**src/msp_pkg.sv**
```systemverilog
// Shared types and constants for the memory size string parser.
package msp_pkg;

  // Saturation limit of the consumed-character count
  localparam logic [7:0] CNT_MAX = 8'd255;

  // Configuration register indexes
  localparam logic CFG_NUM_BASE  = 1'b0;
  localparam logic CFG_SUFFIX_EN = 1'b1;

  // Character codes
  localparam logic [7:0] CH_ZERO   = 8'h30;
  localparam logic [7:0] CH_NINE   = 8'h39;
  localparam logic [7:0] CH_A_LC   = 8'h61;
  localparam logic [7:0] CH_F_LC   = 8'h66;
  localparam logic [7:0] CH_X_LC   = 8'h78;
  localparam logic [7:0] CH_K_LC   = 8'h6B;
  localparam logic [7:0] CH_M_LC   = 8'h6D;
  localparam logic [7:0] CH_G_LC   = 8'h67;
  localparam logic [7:0] CASE_BIT  = 8'h20;

  // Radix values
  localparam logic [4:0] BASE_GUESS = 5'd0;
  localparam logic [4:0] BASE_OCT   = 5'd8;
  localparam logic [4:0] BASE_DEC   = 5'd10;
  localparam logic [4:0] BASE_HEX   = 5'd16;

  // Reset values of the configuration registers
  localparam logic [4:0] NUM_BASE_RST  = BASE_GUESS;
  localparam logic       SUFFIX_EN_RST = 1'b1;

  typedef struct packed {
    logic [7:0] ch;
    logic       start_of_text;
  } msp_in_t;

  typedef struct packed {
    logic [63:0] value;
    logic [7:0]  consumed;
  } msp_out_t;

endpackage

```
**src/memory_size_string_parser_unit.sv**
```systemverilog
// Memory size string parser: one character per transfer, one result per number.
// Throughput: one character per cycle, unless a result in the result register waits
// on out_stall; the 64x5 multiply-add on the accumulator sets the path.
// An input register and a result register part the two channels.
// Reset (synchronous, rst_n low) clears the pipeline, sets the parser to waiting for
// a start character and restores number_base to 0 and suffix_enable to 1.
module memory_size_string_parser_unit
  import msp_pkg::*;
(
  input  logic     clk,
  input  logic     rst_n,
  input  logic     in_valid,
  output logic     in_stall,
  input  msp_in_t  in_data,
  output logic     out_valid,
  input  logic     out_stall,
  output msp_out_t out_data,
  input  logic     cfg_we,
  input  logic     cfg_idx,
  input  logic [4:0] cfg_wdata
);

  localparam logic [2:0] PH_DONE   = 3'd0;
  localparam logic [2:0] PH_DIGITS = 3'd1;
  localparam logic [2:0] PH_ZERO_G = 3'd2;
  localparam logic [2:0] PH_ZEROX  = 3'd3;
  localparam logic [2:0] PH_ZERO_H = 3'd4;

  logic [4:0]  num_base_r;
  logic        suffix_en_r;

  logic        in_vld_r;
  msp_in_t     in_item_r;

  logic [2:0]  phase_r, phase_nxt;
  logic [63:0] acc_r, acc_nxt;
  logic [4:0]  base_r, base_nxt;
  logic [7:0]  cnt_r, cnt_nxt;

  logic        out_vld_r;
  msp_out_t    out_data_r, out_data_nxt;

  logic        res;
  logic        fire;

  // Digit decode of the held character
  logic [7:0]  ch_lc;
  logic        is_dec, is_alpha, is_hex;
  logic [3:0]  dig;

  // Shared take-digit step
  logic        td_go;
  logic [4:0]  td_b;
  logic [63:0] td_a;
  logic [7:0]  td_c;
  logic [68:0] prod;

  // Finish step
  logic        fin_go;
  logic [7:0]  fin_t, fin_lc;
  logic [63:0] fin_a;
  logic [7:0]  fin_c;

  assign ch_lc    = in_item_r.ch | CASE_BIT;
  assign is_dec   = (in_item_r.ch >= CH_ZERO) && (in_item_r.ch <= CH_NINE);
  assign is_alpha = (ch_lc >= CH_A_LC) && (ch_lc <= CH_F_LC);
  assign is_hex   = is_dec || is_alpha;
  always_comb begin
    if (is_dec) begin
      dig = 4'(in_item_r.ch - CH_ZERO);
    end else begin
      dig = 4'(ch_lc - CH_A_LC + 8'd10);
    end
  end

  // Choose the step for the held character
  always_comb begin
    phase_nxt = phase_r;
    acc_nxt   = acc_r;
    base_nxt  = base_r;
    cnt_nxt   = cnt_r;
    td_go     = 1'b0;
    td_b      = base_r;
    td_a      = acc_r;
    td_c      = cnt_r;
    fin_go    = 1'b0;
    fin_t     = in_item_r.ch;
    fin_a     = acc_r;
    fin_c     = cnt_r;
    if (in_item_r.start_of_text) begin
      acc_nxt  = '0;
      cnt_nxt  = '0;
      base_nxt = num_base_r;
      if (in_item_r.ch == CH_ZERO && num_base_r == BASE_GUESS) begin
        cnt_nxt   = 8'd1;
        phase_nxt = PH_ZERO_G;
      end else if (in_item_r.ch == CH_ZERO && num_base_r == BASE_HEX) begin
        cnt_nxt   = 8'd1;
        phase_nxt = PH_ZERO_H;
      end else begin
        td_go = 1'b1;
        td_b  = (num_base_r == BASE_GUESS) ? BASE_DEC : num_base_r;
        td_a  = '0;
        td_c  = '0;
      end
    end else begin
      unique case (phase_r)
        PH_DIGITS: begin
          td_go = 1'b1;
        end
        PH_ZERO_G: begin
          if (ch_lc == CH_X_LC) begin
            phase_nxt = PH_ZEROX;
          end else begin
            td_go = 1'b1;
            td_b  = BASE_OCT;
          end
        end
        PH_ZEROX: begin
          if (is_hex) begin
            td_go = 1'b1;
            td_b  = BASE_HEX;
            td_c  = (cnt_r == CNT_MAX) ? cnt_r : cnt_r + 8'd1;
          end else begin
            // the x ends the number
            fin_go = 1'b1;
            fin_t  = CH_X_LC;
          end
        end
        PH_ZERO_H: begin
          if (ch_lc == CH_X_LC) begin
            cnt_nxt   = (cnt_r == CNT_MAX) ? cnt_r : cnt_r + 8'd1;
            phase_nxt = PH_DIGITS;
          end else begin
            td_go = 1'b1;
          end
        end
        default: begin
          // ignore characters after the end
        end
      endcase
    end

    // Accumulate a digit or end the number
    if (td_go) begin
      if (is_hex && ({1'b0, dig} < td_b)) begin
        acc_nxt   = prod[63:0];
        cnt_nxt   = (td_c == CNT_MAX) ? td_c : td_c + 8'd1;
        base_nxt  = td_b;
        phase_nxt = PH_DIGITS;
      end else begin
        fin_go = 1'b1;
        fin_a  = td_a;
        fin_c  = td_c;
      end
    end
  end

  assign prod = td_a * td_b + {65'd0, dig};

  // Apply the size suffix and form the result
  assign fin_lc = fin_t | CASE_BIT;
  always_comb begin
    out_data_nxt.value    = fin_a;
    out_data_nxt.consumed = fin_c;
    if (suffix_en_r) begin
      case (fin_lc)
        CH_K_LC: begin
          out_data_nxt.value    = fin_a << 10;
          out_data_nxt.consumed = (fin_c == CNT_MAX) ? fin_c : fin_c + 8'd1;
        end
        CH_M_LC: begin
          out_data_nxt.value    = fin_a << 20;
          out_data_nxt.consumed = (fin_c == CNT_MAX) ? fin_c : fin_c + 8'd1;
        end
        CH_G_LC: begin
          out_data_nxt.value    = fin_a << 30;
          out_data_nxt.consumed = (fin_c == CNT_MAX) ? fin_c : fin_c + 8'd1;
        end
        default: begin
        end
      endcase
    end
  end

  assign res      = fin_go;
  assign fire     = in_vld_r && (!res || !out_vld_r || !out_stall);
  assign in_stall = in_vld_r && !fire;

  // Configuration writes
  always_ff @(posedge clk) begin
    if (!rst_n) begin
      num_base_r  <= NUM_BASE_RST;
      suffix_en_r <= SUFFIX_EN_RST;
    end else if (cfg_we) begin
      unique case (cfg_idx)
        CFG_NUM_BASE:  num_base_r  <= cfg_wdata;
        CFG_SUFFIX_EN: suffix_en_r <= cfg_wdata[0];
        default: begin
        end
      endcase
    end
  end

  // Hold the incoming transfer
  always_ff @(posedge clk) begin
    if (!rst_n) begin
      in_vld_r <= 1'b0;
    end else if (in_valid && !in_stall) begin
      in_vld_r <= 1'b1;
    end else if (fire) begin
      in_vld_r <= 1'b0;
    end
  end

  always_ff @(posedge clk) begin
    if (in_valid && !in_stall) begin
      in_item_r <= in_data;
    end
  end

  // Advance the parser state
  always_ff @(posedge clk) begin
    if (!rst_n) begin
      phase_r <= PH_DONE;
      acc_r   <= '0;
      base_r  <= '0;
      cnt_r   <= '0;
    end else if (fire) begin
      phase_r <= fin_go ? PH_DONE : phase_nxt;
      acc_r   <= acc_nxt;
      base_r  <= base_nxt;
      cnt_r   <= cnt_nxt;
    end
  end

  // Result register
  always_ff @(posedge clk) begin
    if (!rst_n) begin
      out_vld_r <= 1'b0;
    end else if (fire && res) begin
      out_vld_r <= 1'b1;
    end else if (!out_stall) begin
      out_vld_r <= 1'b0;
    end
  end

  always_ff @(posedge clk) begin
    if (fire && res) begin
      out_data_r <= out_data_nxt;
    end
  end

  assign out_valid = out_vld_r;
  assign out_data  = out_data_r;

  // A result is only written when the result register is free
  a_res_slot_free: assert property (@(posedge clk) disable iff (!rst_n)
    (fire && res) |-> (!out_vld_r || !out_stall))
    else $error("result written over a pending result");

  // A held character is never dropped without being processed
  a_hold_item: assert property (@(posedge clk) disable iff (!rst_n)
    (in_vld_r && !fire) |=> in_vld_r)
    else $error("held character lost");

  // The digit phase always runs with a non-zero radix
  a_digit_base: assert property (@(posedge clk) disable iff (!rst_n)
    (phase_r == PH_DIGITS) |-> (base_r != 5'd0))
    else $error("digit phase with zero radix");

endmodule

```
**config.mk**
```make
export PLATFORM = sky130hd
export DESIGN_NAME = memory_size_string_parser_unit
export DESIGN_NICKNAME = d
export VERILOG_FILES = /design/src/msp_pkg.sv /design/src/memory_size_string_parser_unit.sv
export SDC_FILE = /design/constraint.sdc
export NUM_CORES = 1
export LEC_CHECK = 0
export BUFFER_PORTS_ARGS = -buffer_cell sky130_fd_sc_hd__clkbuf_2
export CAP_MARGIN = 20
export CORE_MARGIN = 2
export CORE_UTILIZATION = 50
export DETAILED_ROUTE_END_ITERATION = 6
export MAX_ROUTING_LAYER = met4
export PLACE_DENSITY = 0.67
export SYNTH_ARGS = -nofsm -noshare
export SYNTH_HDL_FRONTEND = slang
export SYNTH_SLANG_ARGS = --single-unit
```
**constraint.sdc**
```tcl
create_clock -name clk -period 8.7 [get_ports clk]
set_input_delay 2.61 -clock clk [delete_from_list [all_inputs] [get_ports clk]]
set_output_delay 2.61 -clock clk [all_outputs]
set_load 0.005 [all_outputs]
```
**Yosys cells after proc, flatten, opt, wreduce, memory -nomap -nowiden**

Index checks and enable logic that the tools add are counted.

- Bits of input ports: 20
- Bits in registers: 169

- Mux-type cells: 65
- Equality and inequality tests: 14
- Reductions and logical operators: 22
- Bitwise logic cells: 1
- Magnitude comparators: 5
- Add/subtract/negate cells: 7
- $mul: 1

Operators by type and width:

| cell | count |
|---|---|
| 64-bit 2-to-1 mux | 8 |
| 72-bit case mux with 3 select lines | 1 |
| 8-bit 2-to-1 mux | 18 |
| 72-bit 2-to-1 mux | 1 |
| 64-bit by 4-bit adder with 64-bit output | 1 |
| 64-bit by 5-bit multiplier with 64-bit output | 1 |
| 5-bit 2-to-1 mux | 9 |
| 7-bit by 6-bit equality test with 1-bit output (second input constant) | 4 |
| 8-bit by 1-bit adder with 8-bit output (second input constant) | 3 |
| 8-bit equality test (second input constant) | 3 |
| 3-bit 2-to-1 mux | 8 |
| 1-bit 2-to-1 mux | 16 |
| 5-bit case mux with 2 select lines | 1 |
| 1-bit logical AND | 9 |
| 8-bit by 6-bit equality test with 1-bit output (second input constant) | 1 |
| 8-bit by 6-bit >= comparator with 1-bit output (second input constant) | 1 |
| 8-bit by 7-bit >= comparator with 1-bit output (second input constant) | 1 |
| 8-bit by 6-bit <= comparator with 1-bit output (second input constant) | 1 |
| 8-bit by 7-bit <= comparator with 1-bit output (second input constant) | 1 |
| 4-bit by 1-bit subtractor with 4-bit output (second input constant) | 2 |
| 3-bit by 2-bit equality test with 1-bit output (second input constant) | 2 |
| 3-bit case mux with 2 select lines | 1 |
| 5-bit equality test (second input constant) | 1 |
| 1-bit zero test | 5 |
| other kinds (13) | 16 |

**Depth between registers and ports, before layout**

- Depth after elaboration: 19
- Gate-level depth with buffers: 28

**Least setup slack after synthesis**

Ideal clock, no wire load.

- Kind: flip-flop to flip-flop
- Start: reg in_item_r, in the netlist ch_lc[0]
- End: reg acc_r[63]
- Stages on the path, launching flop included: 25
- Data arrival time: 6.906 ns
- Clock period less this slack: 7.032 ns
- Path slack: 1.668 ns
- Data required time: 8.574 ns
- Path buffers: 5
- Path through: edfxtp_1 inv_1 ha_1 or3b_1 buf_2 o31ai_1 clkbuf_1 clkbuf_1 buf_1 buf_1 nand3_1 fa_1 fa_1 fa_1 inv_1 ha_1 and2_1 a221oi_1 a211oi_1 a211oi_1 o21ai_0 a21o_1 a2111oi_0 or4_1 nand3_1

- Cells in the longest elaborated chain, start to end: 14
- Elaborated cells between the ends (all ways): 45

RTL lines:

| element | line | RTL |
|---|---|---|
| start, declared | memory_size_string_parser_unit.sv:33 | `msp_in_t in_item_r;` |
| start signal, assigned | memory_size_string_parser_unit.sv:218 | `in_item_r <= in_data;` |
| parallel branches: the longest is 14 deep, another holds 64-bit by 5-bit multiplier with 64-bit output | - |  |
| end signal, assigned | memory_size_string_parser_unit.sv:231 | `acc_r <= acc_nxt;` |
| end, declared | memory_size_string_parser_unit.sv:36 | `logic [63:0] acc_r, acc_nxt;` |

Several ways; the timed one is not identified.
A chain may end at the register's enable or synchronous reset.

**Worst setup path in the final report**

- Start: reg in_item_r, in the netlist ch_lc[1]
- End: reg acc_r[56]

Same word-level chain as after synthesis.

==> summary.txt <==
Critical path
  • Critical Path AT: 8.51 ns
  • Maximum fanout encountered on the critical timing path: 22
  • Worst Path Required: 9.06 ns
  • Sort of element at the start of the critical path: flip-flop
  • Crit Path Class: reg -> reg
  • Sort of element at the end of the critical path: flip-flop

Place
  • Number of port buffers: 93
  • Area after DPL: ~20000 um^2
  • GP Congestion: between 0.9 and 1
  • HPWL after detailed placement: 47200 um
  • Placed instance count: 2916

Outcome
  • Violated checks: DRC
  • Result of the run: complete, but fails checks

Clock network
  • Number of buffers inserted by hold repair at cts: 0
  • H-tree level count: 4
  • Clock-pin slew on the worst setup and hold paths: 0.08 ns
  • Number of buffers on the longest clock path: 2
  • Cts bufs inserted: 17
  • Number of sinks handled by clock tree synthesis: roughly 170
  • Clock root cell: sky130_fd_sc_hd__clkbuf_16
  • Cells resized by post-CTS repair: 0
  • Post-CTS Setup Repair Bufs: 0
  • Latest clock arrival within the worst-skew pair: ~0.47 ns
  • Clock tree from TritonCTS: done

Floorplan
  • Starting density of the core: 0.506
  • IO Pins: 94
  • Full die area: slightly above 40000 um^2
  • Die width: between 200 and 250 um
  • Core Rows: just over 70
  • Height of the chip: between 200 and 250 um
  • Floorplan Core Area: 38600 um^2

Cells and area
  • Area added between synthesis and finish: 7.83%
  • Fin area: 21100 um^2
  • Non-Filler Instances: 2949
  • Fraction of final layout cells sized beyond drive strength 1: 0.0831
  • Layout Nets: 2754

Global route
  • Overflow left after global routing: 0
  • Wire length of the first global-routing pass: 99400 um
  • Overall Global Routing Usage: 0.318
  • Largest net degree at the start of global routing: slightly below 80
  • Vias in the first global route: approximately 18000
  • Number of antenna violations at the first check in global routing: 1

Timing
  • Tightest Pin Transition: about 1.1 ns
  • F_max: 123 MHz
  • Pins Over Slew Limit: 0
  • Minimum clock period: 8.14 ns
  • Setup TNS: 0 ns
  • Largest clock skew in the final design: about 0.014 ns
  • Setup-violating endpoint count in the final report: 0
  • Final critical-path share of the clock period: 0.936
  • Slew HR: 0.293
  • RSZ-0062 raised after global routing: no
  • Final Hold Vio Count: 0

Routing
  • Count of nets left with antenna violations after detail routing: 0
  • Remaining routing DRC violations: 22
  • Via count: 18000
  • Number of vias per cell after detailed routing: roughly 6.1
  • Avg WL per Cell: between 20 and 25 um
  • Top routing layer used: met4
  • DRT Pass-1 Iters: 7
  • Number of DRC markers after the initial detailed-route iteration: 1853
  • Routed length on met3: 5250 um
  • Total length of routed met2 wires: between 20000 and 30000 um
  • Total wire length after detailed routing: 61800 um
  • Sum of routed wire segments on met1: 26400 um

Hold path
  • Min-delay worst type: reg -> reg

Logic synthesis
  • Yosys warns: 0
  • Post-synthesis instance total: 2414
  • Number of synthesized flops with an enable pin: 81
  • Avg Inst Size Synth: between 8 and 9 um^2
  • Net count after synthesis: 2751
  • Sequential cell area fraction in the yosys report: 0.215
  • Mapped Area: 19500 um^2
  • #FFs+latches synth: approximately 170
  • Most instantiated flip-flop cell in the synthesis netlist: sky130_fd_sc_hd__dfxtp_1
  • Number of distinct standard cells referenced by the synthesized netlist: 88
  • Proportion of register bits with asynchronous set or reset after synthesis: 0

Flow run
  • Max-cap check violation count: 0

Power and ir drop
  • Power per standard cell area: 89.4 nW/um^2
  • Peak supply drop: 0.159 mV
  • Total leakage power: slightly above 9 nW
==> critical path, stage by stage (launching register included) <==
cell and delay, ns:
sky130_fd_sc_hd__edfxtp_1 0.47, sky130_fd_sc_hd__inv_1 0.16, sky130_fd_sc_hd__ha_1 0.24, sky130_fd_sc_hd__or3b_1 0.53, sky130_fd_sc_hd__o311a_4 0.39, sky130_fd_sc_hd__o21a_1 0.23
sky130_fd_sc_hd__or3_2 0.71, sky130_fd_sc_hd__buf_4 0.34, sky130_fd_sc_hd__nor2_1 0.19, sky130_fd_sc_hd__fa_1 0.44, sky130_fd_sc_hd__ha_1 0.29, sky130_fd_sc_hd__inv_1 0.05
sky130_fd_sc_hd__fa_1 0.47, sky130_fd_sc_hd__inv_1 0.06, sky130_fd_sc_hd__fa_1 0.44, sky130_fd_sc_hd__a211oi_1 0.30, sky130_fd_sc_hd__o211ai_1 0.21, sky130_fd_sc_hd__a21oi_1 0.43
sky130_fd_sc_hd__nand2_1 0.15, sky130_fd_sc_hd__o311ai_0 0.84, sky130_fd_sc_hd__buf_4 0.26, sky130_fd_sc_hd__a21boi_0 0.13, sky130_fd_sc_hd__o21ai_0 0.32, sky130_fd_sc_hd__nand2_1 0.09
sky130_fd_sc_hd__o311ai_0 0.30
==> metal layers <==
| layer | global-route usage | up-vias |
|---|---|---|
| met2 | 0.490 | 840 |
| met1 | 0.429 | 8724 |
| met3 | 0.0426 | 139 |
| met4 | 0.120 | 0 |
| li1 | - | 8291 |
| met5 | - | - |
==> cell usage after synthesis (all sizes together) (9+ instances only) <==
cell    count  area share
buf        23      0.0055
nand2b      9      0.0029
nor2b      10      0.0032
nor3       24      0.0062
xor2       27       0.012
nand4      20      0.0064
o211ai     19      0.0076
edfxtp     81        0.12
fa        182        0.19
o21ai      92       0.024
a222oi     34       0.017
a21oi      99       0.025
or3        17      0.0054
a21o       28       0.011
and3       35       0.011
nand2     190       0.037
mux2i      19      0.0097
o21a       18      0.0069
and2       21      0.0067
xnor2      31       0.014
nor2      448       0.086
a21boi      9      0.0035
ha        135       0.086
inv       296       0.057
dfxtp      88       0.090
a211oi     55       0.021
nand3      59       0.015
clkbuf    119       0.023
a22oi      53       0.020
a31oi      23      0.0074
o21bai     12      0.0046
==> layout make-up <==
| type | count | area (um^2) |
|---|---|---|
| Fill cell | 3666 | 17500 |
| Multi-Input combinational cell | 1806 | 13800 |
| Sequential cell | 169 | 4190 |
| Inverter | 297 | 1110 |
| Timing Repair Buffer | 126 | 738 |
| Tap cell | 518 | 648 |
| Clock buffer | 17 | 425 |
| Clock inverter | 15 | 170 |
| Antenna cell | 1 | 2.50 |
==> logic make-up after synthesis <==
group                    share of synthesized area
multiplexers                                0.0109
XOR/XNOR                                    0.0260
AO/OA/AOI/OAI                                0.192
buffers and inverters                       0.0855
AND/OR/NAND/NOR                              0.197
flip-flops                                   0.215
adder cells (fa/ha/maj)                      0.273
==> worst paths after layout <==
check	depth (start not counted)	endpoint	slack, ns	from
hold reg to reg	2	out_valid	0.49	in_vld_r
hold / removal	2	out_valid	0.49	in_vld_r
setup reg to reg	24	acc_r[56]	0.56	ch_lc[1]
setup / recovery	24	acc_r[56]	0.56	ch_lc[1]
==> cell usage in the layout, fill, tap and decap left out, drive strengths merged, types with 53 or more instances in the layout <==
cell type	instances
a211oi	55
a21oi	99
a22oi	53
clkbuf	110
dfxtp	88
edfxtp	81
fa	182
ha	135
inv	305
nand2	190
nand3	59
nor2	448
o21ai	92
==> metrics by stage <==
| stage | hold WS [ns] | util | setup slack, ns | power (mW) |
|---|---|---|---|---|
| final | 0.495 | 0.546 | 0.557 | 1.88 |
| after global routing | 0.529 | 0.546 | 0.119 | 1.94 |
| after CTS | 0.496 | 0.546 | 0.619 | 1.88 |
| after detailed placement | 0.487 | 0.531 | 0.771 | 1.10 |
| after global placement | 0.469 | 0.530 | 0.819 | 1.10 |
| after floorplan | 0.455 | - | 1.67 | 1.02 |
==> report_power, final <==
group | switching, mW | internal, mW
combinational | 0.152 | 0.0585
clock | 0.407 | 0.388
sequential | 0.0204 | 0.857
total | 0.580 | 1.30
==> state kept, by name, indices dropped and copies added (netlist names) <==
signal,cells
out_data,72
acc_r,64
cnt_r,8
ch_lc,7
base_r,5
num_base_r,5
phase_r,3
in_item_r,2
in_vld_r,1
out_valid,1
suffix_en_r,1
Power figures use the tool's default switching activity.
